[config.mk]
export PLATFORM = sky130hd
export DESIGN_NAME = processor_sharing_scheduler
export DESIGN_NICKNAME = d
export VERILOG_FILES = /design/src/hdl/pss_pkg.sv /design/src/hdl/pss_divider.sv /design/src/hdl/processor_sharing_scheduler.sv
export SDC_FILE = /design/constraint.sdc
export NUM_CORES = 2
export LEC_CHECK = 0
export ABC_AREA = 0
export BUFFER_PORTS_ARGS = -buffer_cell sky130_fd_sc_hd__buf_4
export CAP_MARGIN = 20
export CORE_UTILIZATION = 40
export CTS_BUF_LIST = sky130_fd_sc_hd__clkbuf_16
export CTS_CLUSTER_SIZE = 30
export DETAILED_ROUTE_END_ITERATION = 10
export SLEW_MARGIN = 20
export SYNTH_ARGS = -nofsm -noshare
export SYNTH_HDL_FRONTEND = slang
export SYNTH_SLANG_ARGS = --single-unit
[constraint.sdc]
create_clock -name aclk -period 18.18 [get_ports aclk]
set_clock_uncertainty 0.05 [all_clocks]
set_input_delay 1.818 -clock aclk [delete_from_list [all_inputs] [get_ports aclk]]
set_output_delay 1.818 -clock aclk [all_outputs]
set_load 0.05 [all_outputs]
[src/hdl/pss_pkg.sv]
`timescale 1ns / 1ps
package pss_pkg;
    localparam int QUEUE_DEPTH_DEF = 16;
    localparam int TIME_BITS_DEF = 48;
    localparam int WORK_BITS_DEF = 32;
    localparam int TAG_W = 8;
    localparam int TIME_FIELD_W = 48;
    localparam int WORK_FIELD_W = 32;
    localparam int QLEN_W = 5;

    typedef enum logic [1:0] {
        ERR_OK = 2'd0,
        ERR_FULL = 2'd1,
        ERR_UNKNOWN = 2'd2
    } err_t;

    localparam logic OP_ARRIVE = 1'b0;
    localparam logic OP_COMPLETE = 1'b1;

    typedef enum logic [2:0] {
        ST_IDLE,
        ST_DIV,
        ST_SCAN,
        ST_MIN,
        ST_MUL,
        ST_FIN,
        ST_OUT
    } state_t;
endpackage

[src/hdl/pss_divider.sv]
`timescale 1ns / 1ps
module pss_divider #(
    parameter int NUM_W = 48,
    parameter int DEN_W = 9
) (
    input  logic             aclk,
    input  logic             aresetn,
    input  logic             start,
    input  logic [NUM_W-1:0] numer,
    input  logic [DEN_W-1:0] denom,
    output logic             done,
    output logic [NUM_W-1:0] quot
);
    localparam int CNT_W = $clog2(NUM_W + 1);

    logic [NUM_W-1:0] q_reg, q_next;
    logic [DEN_W:0]   r_reg, r_next;
    logic [DEN_W-1:0] d_reg, d_next;
    logic [CNT_W-1:0] cnt_reg, cnt_next;
    logic             busy_reg, busy_next;
    logic [DEN_W:0]   trial;

    // restoring division, one quotient bit per cycle
    always_comb begin
        q_next = q_reg;
        r_next = r_reg;
        d_next = d_reg;
        cnt_next = cnt_reg;
        busy_next = busy_reg;
        trial = {r_reg[DEN_W-1:0], q_reg[NUM_W-1]};
        if (start) begin
            q_next = numer;
            r_next = '0;
            d_next = denom;
            cnt_next = CNT_W'(NUM_W);
            busy_next = 1'b1;
        end else if (busy_reg) begin
            if (trial >= {1'b0, d_reg}) begin
                r_next = trial - {1'b0, d_reg};
                q_next = {q_reg[NUM_W-2:0], 1'b1};
            end else begin
                r_next = trial;
                q_next = {q_reg[NUM_W-2:0], 1'b0};
            end
            cnt_next = cnt_reg - 1'b1;
            if (cnt_reg == CNT_W'(1)) busy_next = 1'b0;
        end
    end

    always_ff @(posedge aclk) begin
        q_reg <= q_next;
        r_reg <= r_next;
        d_reg <= d_next;
        cnt_reg <= cnt_next;
        if (!aresetn) busy_reg <= 1'b0;
        else busy_reg <= busy_next;
    end

    assign done = busy_reg && (cnt_reg == CNT_W'(1));
    assign quot = q_next;
endmodule

[src/hdl/processor_sharing_scheduler.sv]
`timescale 1ns / 1ps
// channel | dir | fields (lsb first)
// s_axis  | in  | tuser: opcode; tdata: job_tag, now_time, job_work
// m_axis  | out | tdata: next_valid, next_tag, next_finish_time, queue_length,
//         |     |       completed_valid, completed_tag, error_code, zero fill
// one event runs from one input transfer to the next through these steps: divider
// start and the bit-serial divider for the aging share (skipped with an empty table),
// one table slot per cycle for aging/insert/remove, one slot per cycle for the
// minimum search, then multiply, finish, output and idle
// reset clears valid bits, job count and last time; slot contents are not cleared
// s_axis_tready is low while an event is in work; the result sits in an output
// register until taken, and the next event is accepted in that wait; a later event
// holds in its output step until that register frees
module processor_sharing_scheduler #(
    parameter int QUEUE_DEPTH = pss_pkg::QUEUE_DEPTH_DEF,
    parameter int TIME_BITS = pss_pkg::TIME_BITS_DEF,
    parameter int WORK_BITS = pss_pkg::WORK_BITS_DEF
) (
    input  logic         aclk,
    input  logic         aresetn,
    input  logic         s_axis_tvalid,
    output logic         s_axis_tready,
    input  logic [0:0]   s_axis_tuser,   // opcode
    input  logic [87:0]  s_axis_tdata,   // job_tag, now_time, job_work
    output logic         m_axis_tvalid,
    input  logic         m_axis_tready,
    output logic [79:0]  m_axis_tdata    // next_valid, next_tag, next_finish_time,
                                         // queue_length, completed_valid,
                                         // completed_tag, error_code, zero fill
);
    import pss_pkg::*;

    localparam int IDX_W = (QUEUE_DEPTH > 1) ? $clog2(QUEUE_DEPTH) : 1;
    localparam int CNT_W = $clog2(QUEUE_DEPTH + 1);
    localparam int PROD_W = WORK_BITS + CNT_W;
    localparam int CMP_W = (TIME_BITS > WORK_BITS) ? TIME_BITS : WORK_BITS;
    localparam logic [TIME_BITS-1:0] TIME_MAX = '1;

    state_t state_reg, state_next;

    // table: valid bits in flops, tag and remaining work in memories
    logic [QUEUE_DEPTH-1:0] valid_reg;
    logic [TAG_W-1:0]       tag_mem [QUEUE_DEPTH];
    logic [WORK_BITS-1:0]   rem_mem [QUEUE_DEPTH];

    logic [CNT_W-1:0]     count_reg;
    logic [TIME_BITS-1:0] last_reg;

    // captured event
    logic                 op_reg;
    logic [TAG_W-1:0]     etag_reg;
    logic [TIME_BITS-1:0] now_reg;
    logic [WORK_BITS-1:0] ework_reg;

    logic [TIME_BITS-1:0] share_reg;
    logic [IDX_W:0]       idx_reg;
    logic                 found_reg;
    logic                 free_found_reg;
    logic [IDX_W-1:0]     free_reg;
    logic                 best_ok_reg;
    logic [WORK_BITS-1:0] best_rem_reg;
    logic [TAG_W-1:0]     best_tag_reg;
    logic [PROD_W-1:0]    prod_reg;
    logic [TIME_BITS-1:0] fin_reg;
    logic [1:0]           err_reg;
    logic                 cvalid_reg;

    logic [79:0]          out_reg;
    logic [79:0]          out_word;
    logic                 out_valid_reg;

    // divider
    logic                 div_start, div_done;
    logic [TIME_BITS-1:0] elapsed, div_q;
    logic [TIME_BITS-1:0] now_in;
    logic [WORK_BITS-1:0] work_in;

    assign now_in = TIME_BITS'(s_axis_tdata[8 +: TIME_FIELD_W]);
    assign work_in = WORK_BITS'(s_axis_tdata[56 +: WORK_FIELD_W]);
    assign elapsed = (now_reg >= last_reg) ? (now_reg - last_reg) : '0;

    pss_divider #(.NUM_W(TIME_BITS), .DEN_W(CNT_W)) u_div (
        .aclk(aclk), .aresetn(aresetn), .start(div_start),
        .numer(elapsed), .denom(count_reg), .done(div_done), .quot(div_q)
    );

    logic s_fire, o_free;
    assign o_free = !out_valid_reg || m_axis_tready;
    assign s_fire = s_axis_tvalid && s_axis_tready;
    assign s_axis_tready = (state_reg == ST_IDLE);
    assign m_axis_tvalid = out_valid_reg;
    assign m_axis_tdata = out_reg;

    logic [IDX_W-1:0] idx;
    logic             last_idx;
    assign idx = idx_reg[IDX_W-1:0];
    assign last_idx = (idx_reg == (IDX_W+1)'(QUEUE_DEPTH - 1));

    // read of current slot (combinational read of small table)
    logic [WORK_BITS-1:0] rd_rem;
    logic [TAG_W-1:0]     rd_tag;
    assign rd_rem = rem_mem[idx];
    assign rd_tag = tag_mem[idx];

    // next state
    always_comb begin
        state_next = state_reg;
        unique case (state_reg)
            ST_IDLE: if (s_fire) state_next = ST_DIV;
            ST_DIV:  if (count_reg == '0 || div_done) state_next = ST_SCAN;
            ST_SCAN: if (last_idx) state_next = ST_MIN;
            ST_MIN:  if (last_idx) state_next = ST_MUL;
            ST_MUL:  state_next = ST_FIN;
            ST_FIN:  state_next = ST_OUT;
            ST_OUT:  if (o_free) state_next = ST_IDLE;
            default: state_next = ST_IDLE;
        endcase
    end

    // datapath control
    logic div_started_reg;
    assign div_start = (state_reg == ST_DIV) && !div_started_reg && (count_reg != '0);

    logic [TIME_BITS-1:0] span, fin;
    assign span = TIME_BITS'(prod_reg);
    logic span_big;
    always_comb begin
        span_big = 1'b0;
        if (PROD_W > TIME_BITS)
            span_big = (prod_reg >> TIME_BITS) != '0;
        fin = (span_big || span > (TIME_MAX - now_reg)) ? TIME_MAX : now_reg + span;
    end

    logic [WORK_BITS-1:0] aged;
    always_comb begin
        if (CMP_W'(rd_rem) > CMP_W'(share_reg)) aged = rd_rem - WORK_BITS'(share_reg);
        else aged = '0;
    end

    // result word, fields from the lowest bit up
    always_comb begin
        out_word = '0;
        out_word[0] = best_ok_reg;
        if (best_ok_reg) begin
            out_word[8:1] = best_tag_reg;
            out_word[56:9] = TIME_FIELD_W'(fin_reg);
        end
        out_word[61:57] = QLEN_W'(count_reg);
        out_word[62] = cvalid_reg;
        if (cvalid_reg) out_word[70:63] = etag_reg;
        out_word[72:71] = err_reg;
    end

    always_ff @(posedge aclk) begin
        if (!aresetn) begin
            state_reg <= ST_IDLE;
            valid_reg <= '0;
            count_reg <= '0;
            last_reg <= '0;
            out_valid_reg <= 1'b0;
            div_started_reg <= 1'b0;
        end else begin
            state_reg <= state_next;
            if (state_reg == ST_OUT && o_free) out_valid_reg <= 1'b1;
            else if (m_axis_tready) out_valid_reg <= 1'b0;
            unique case (state_reg)
                ST_IDLE: begin
                    if (s_fire) begin
                        op_reg <= s_axis_tuser[0];
                        etag_reg <= s_axis_tdata[7:0];
                        now_reg <= now_in;
                        ework_reg <= work_in;
                        div_started_reg <= 1'b0;
                    end
                end
                ST_DIV: begin
                    if (div_start) div_started_reg <= 1'b1;
                    share_reg <= (count_reg == '0) ? '0 : div_q;
                    idx_reg <= '0;
                    found_reg <= 1'b0;
                    free_found_reg <= 1'b0;
                    free_reg <= '0;
                end
                ST_SCAN: begin
                    if (valid_reg[idx]) rem_mem[idx] <= aged;
                    if (!valid_reg[idx] && !free_found_reg) begin
                        free_found_reg <= 1'b1;
                        free_reg <= idx;
                    end
                    if (op_reg == OP_COMPLETE && valid_reg[idx] && !found_reg
                        && rd_tag == etag_reg) begin
                        found_reg <= 1'b1;
                        valid_reg[idx] <= 1'b0;
                        count_reg <= count_reg - 1'b1;
                    end
                    if (last_idx) begin
                        last_reg <= now_reg;
                        idx_reg <= '0;
                        best_ok_reg <= 1'b0;
                        cvalid_reg <= 1'b0;
                        err_reg <= ERR_OK;
                        if (op_reg == OP_ARRIVE) begin
                            if (!valid_reg[idx] || free_found_reg) begin
                                if (free_found_reg) begin
                                    valid_reg[free_reg] <= 1'b1;
                                    tag_mem[free_reg] <= etag_reg;
                                    rem_mem[free_reg] <= ework_reg;
                                end else begin
                                    valid_reg[idx] <= 1'b1;
                                    tag_mem[idx] <= etag_reg;
                                    rem_mem[idx] <= ework_reg;
                                end
                                count_reg <= count_reg + 1'b1;
                            end else begin
                                err_reg <= ERR_FULL;
                            end
                        end else begin
                            if (found_reg || (valid_reg[idx] && rd_tag == etag_reg))
                                cvalid_reg <= 1'b1;
                            else
                                err_reg <= ERR_UNKNOWN;
                        end
                    end else begin
                        idx_reg <= idx_reg + 1'b1;
                    end
                end
                ST_MIN: begin
                    if (valid_reg[idx] && (!best_ok_reg || rd_rem < best_rem_reg)) begin
                        best_ok_reg <= 1'b1;
                        best_rem_reg <= rd_rem;
                        best_tag_reg <= rd_tag;
                    end
                    if (!last_idx) idx_reg <= idx_reg + 1'b1;
                end
                ST_MUL: prod_reg <= PROD_W'(best_rem_reg) * PROD_W'(count_reg);
                ST_FIN: fin_reg <= fin;
                ST_OUT: begin
                    // load only once the previous result has left
                    if (o_free) out_reg <= out_word;
                end
                default: ;
            endcase
        end
    end
endmodule
==> summary.md <==
| Metric | Value |
|---|---|
| Clock Tree Root | `clkbuf_16` |
| Leak pwr | `25.4 nW` |
| Setup bufs post-CTS | `0` |
| Global-route wire length before repair | `274,000 um` |
| Seq cells post-synth | `roughly 1.1k` |
| Main synth FF type | `edfxtp_1` |
| RSZ-0062 raised after global routing | `no` |
| Syn Std Cell Area | `61,700 sq um` |
| Sum of negative setup slack | `0 ns` |
| Syn Area/Cell | `11.4 sq um` |
| Compound-gate portion of the synthesized area | `0.130` |
| Synth async-reset ratio | `0` |
| Area of the multi-input gates | `26,800 sq um` |
| Startpoint types | `flop` |
| Routed length per instance | `24.4 um` |
| Post-Route Utilization | `0.454` |
| Die Wd | `395 um` |
| Max clock buf depth | `3` |
| Clock period minus worst slack | `8.06 ns` |
| Share of layout cells above drive strength 1 | `0.142` |
| Highest clock rate | `0.124 GHz` |
| Tot GR Track Use | `0.233` |
| Main combinational cell family by area after synthesis | `compound AO/OA/AOI/OAI gates` |
| Adder-cell share of the synthesized area | `0.0729` |
| Leading cell type in the layout, fill and taps excluded | `edfxtp_1` |
| Sink Count | `1,133` |
| Sw Ratio | `0.302` |
| Fill count | `13.9k` |
| Hpwl dp | `118,000 um` |
| CP delay by family, top | `buffers and inverters` |
| Reg2reg path depth | `15` |
| Sequential Power Share | `0.427` |
| DIE HEIGHT | `395 um` |
| Worst VDD drop | `0.0883 mV` |
| Tcrit/Tclk final | `0.443` |
| GP Congestion | `about 0.90` |
| WP data required | `18.76 ns` |
| Worst slew pin tran | `1.24 ns` |
| Xor and xnor area share after synthesis | `0.0183` |
| Row cnt | `between 100 and 150` |
| Instance count on the critical path | `15` |
| Endpoint arrival time on the critical path | `8.64 ns` |
| Max reg flops | `between 500 and 600` |
| CTS tree | `done` |
| Crit Path Max Fanout | `66` |
| Clock-pin slew on the worst setup and hold paths | `0.06 ns` |
| Hold buffers post-CTS | `0` |
| Layout area overhead | `12.3%` |
| Slew HR | `0.170` |
| Clock group share of total power | `0.368` |
| Vias in the first global route | `42.5k` |
| CTS Buf Count | `131` |
| Register area | `between 30,000 and 40,000 sq um` |
| Setup violators final | `0` |
| Total number of vias | `43.6k` |
| Initial Util | `0.405` |
| CP Capture Type | `flop` |
| Post-cts resize count | `0` |
| First DRT Iteration DRCs | `4,641` |
| Max Slew Vio Count | `0` |
| Commonest cells after routing, fill and taps aside | `995 x edfxtp_1, 607 x nand2_1, 413 x a21oi_1` |
| Crit path kind | `reg2reg` |
| NumNets Final | `5,817` |
| Pre-Repair DR Iteration Count | `6` |
| Initial antenna violation count | `2` |
| Post-route ant nets | `0` |
| Synth warnings | `0` |
| Mux cell area share after synthesis | `0.0898` |
| Post-synthesis simple-gate area fraction | `0.116` |
| Final Hold Fails | `0` |
| Switch Pwr | `roughly 0.0021 W` |
| Sequential fraction of the synthesis area | `0.529` |
| N_diodes | `0` |
| DIE AREA | `156,000 sq um` |
| Min-Delay Path Class | `reg2reg` |
| Status | `complete, no violations` |
| Reg2reg end | `rem_mem[4][26]` |
| Area contributors post-synth | `edfxtp_1 48%, mux4_2 7.0%, dfxtp_1 4.5%` |
| Vias per inst | `roughly 5.8` |
| Min Hold Slack | `0.401 ns` |
| Critical path endpoint | `rem_mem[4][26]` |
| Worst path slowest cell | `buf_4` |
| Global route overflow | `0` |
| I/O Buffers | `167` |
| Max-cap violations | `0` |
| Number of flops mapped to enable cells by yosys | `995` |
| Worst skew pair latency | `slightly below 0.8 ns` |
| Largest net degree at the start of global routing | `67` |
| Unique masters post-synth | `93` |
| Post-synth top area share | `0.484` |
| Finished Layout Cells | `7,555` |
| Routed WL | `184,000 um` |
| CP Cell Sequence | `buf_4 -> buf_4 -> buf_4 -> mux4_2 -> mux4_2 -> ha_1 -> and4_1 -> and4_1 -> and2_1 -> and4_1 -> a221oi_1 -> a2111oi_4 -> buf_4 -> nand3_1 -> o21ai_0` |
| Leading area contributor after synthesis | `edfxtp_1` |
| Worst R2R Setup Slack | `10.12 ns` |
| Largest Register | `rem_mem` |
| DRC | `0` |
| CORE AREA | `around 150,000 sq um` |
| Worst path bufs/invs | `4` |
| Int Power | `0.00488 W` |
| Pwr dens | `approximately 100 nW/um^2` |
| Max incr delay on CP | `around 0.79 ns` |
| Crit-path most repeated cell | `buf_4` |
| CTS H-Tree Depth | `4` |
| I/O pin cnt | `around 180` |
| Placed cells | `7,314` |
| Logic pwr share | `0.205` |
| Synth Instances | `approximately 5.4k` |
[worst min-delay path by stage]
stage	cells after the start	startpoint	slack [ns]	to
3_3_place_gp	0	err_reg[1]	0.36	m_axis_tdata[72]
2_1_floorplan	0	err_reg[0]	0.35	m_axis_tdata[71]
6_report	0	err_reg[1]	0.40	m_axis_tdata[72]
5_1_grt	0	err_reg[1]	0.40	m_axis_tdata[72]
3_5_place_dp	0	err_reg[0]	0.39	m_axis_tdata[71]
4_1_cts	0	err_reg[1]	0.40	m_axis_tdata[72]
[stage by stage]
stage / setup WS (ns) / total power (W) / instance area (sq um)
after global routing: 9.88 / 0.00724 / 69300
after global placement: 10.32 / 0.00443 / 65000
after floorplan: 12.11 / 0.00397 / 61700
final: 10.12 / 0.00700 / 69300
after CTS: 10.27 / 0.00701 / 69200
after detailed placement: 10.28 / 0.00444 / 65000
[worst register-to-register path: cells and delay by family (launching register included)]
family / cells / cell delay, ns
AOI/OAI and AO/OA: 3 / 1.04
adders and majority gates: 1 / 0.49
buffers and inverters: 4 / 2.97
DFF: 1 / 0.63
muxes: 2 / 1.07
and+or+nand+nor: 5 / 1.66
[power groups by stage]
stage	Sequential (W)	Clock, W	Combinational [W]
5_1_grt	0.00300	0.00271	0.00153
2_1_floorplan	0.00297	0	0.00100
3_3_place_gp	0.00304	0	0.00139
4_1_cts	0.00299	0.00262	0.00141
3_5_place_dp	0.00304	0	0.00140
6_report	0.00299	0.00257	0.00144
[cells by family (layout without fill, tap and decap cells)]
logic type / count (synthesis) / after routing
xor gates and xnor gates: 128 / 128
AOI/OAI and AO/OA: 1294 / 1294
other: 1 / 7
DFF: 1133 / 1133
muxes: 309 / 309
and+or+nand+nor: 1551 / 1551
adders and majority gates: 303 / 303
buffers and inverters: 673 / 800
[cell type report]
type,instances,share of cell area
Timing Repair Buffer,269,0.0294
Clock inverter,104,0.0121
Inverter,294,0.0159
Clock buffer,133,0.0481
Tap cell,2030,0.0367
Multi-Input combinational cell,3592,0.386
Sequential cell,1133,0.471
[Yosys cell counts (24+ instances only)]
master,n
mux2_2,42
dfxtp_1,138
nor2_1,384
o21ai_0,385
ha_1,209
nand4_1,37
a21oi_1,415
edfxtp_1,995
xor2_1,45
nand2b_1,30
and2_1,174
a31oi_1,32
o22ai_1,34
clkbuf_1,285
buf_2,24
o21bai_1,33
o21a_1,27
mux2i_1,75
and3_1,31
buf_1,51
nor3_1,47
fa_1,94
nor2b_1,64
nand3_1,98
o31ai_1,24
inv_1,292
nand2_1,608
xnor2_1,82
mux4_2,191
a21o_1,96
[per-layer routing]
metal  share of wire  track usage  vias up
li1                -            -    19766
met1            0.40        0.307    21323
met2            0.46        0.372     2066
met3           0.094       0.0528      436
met4           0.040       0.0948        4
met5         0.00012            0        -
(Power assumes the default switching activity.)
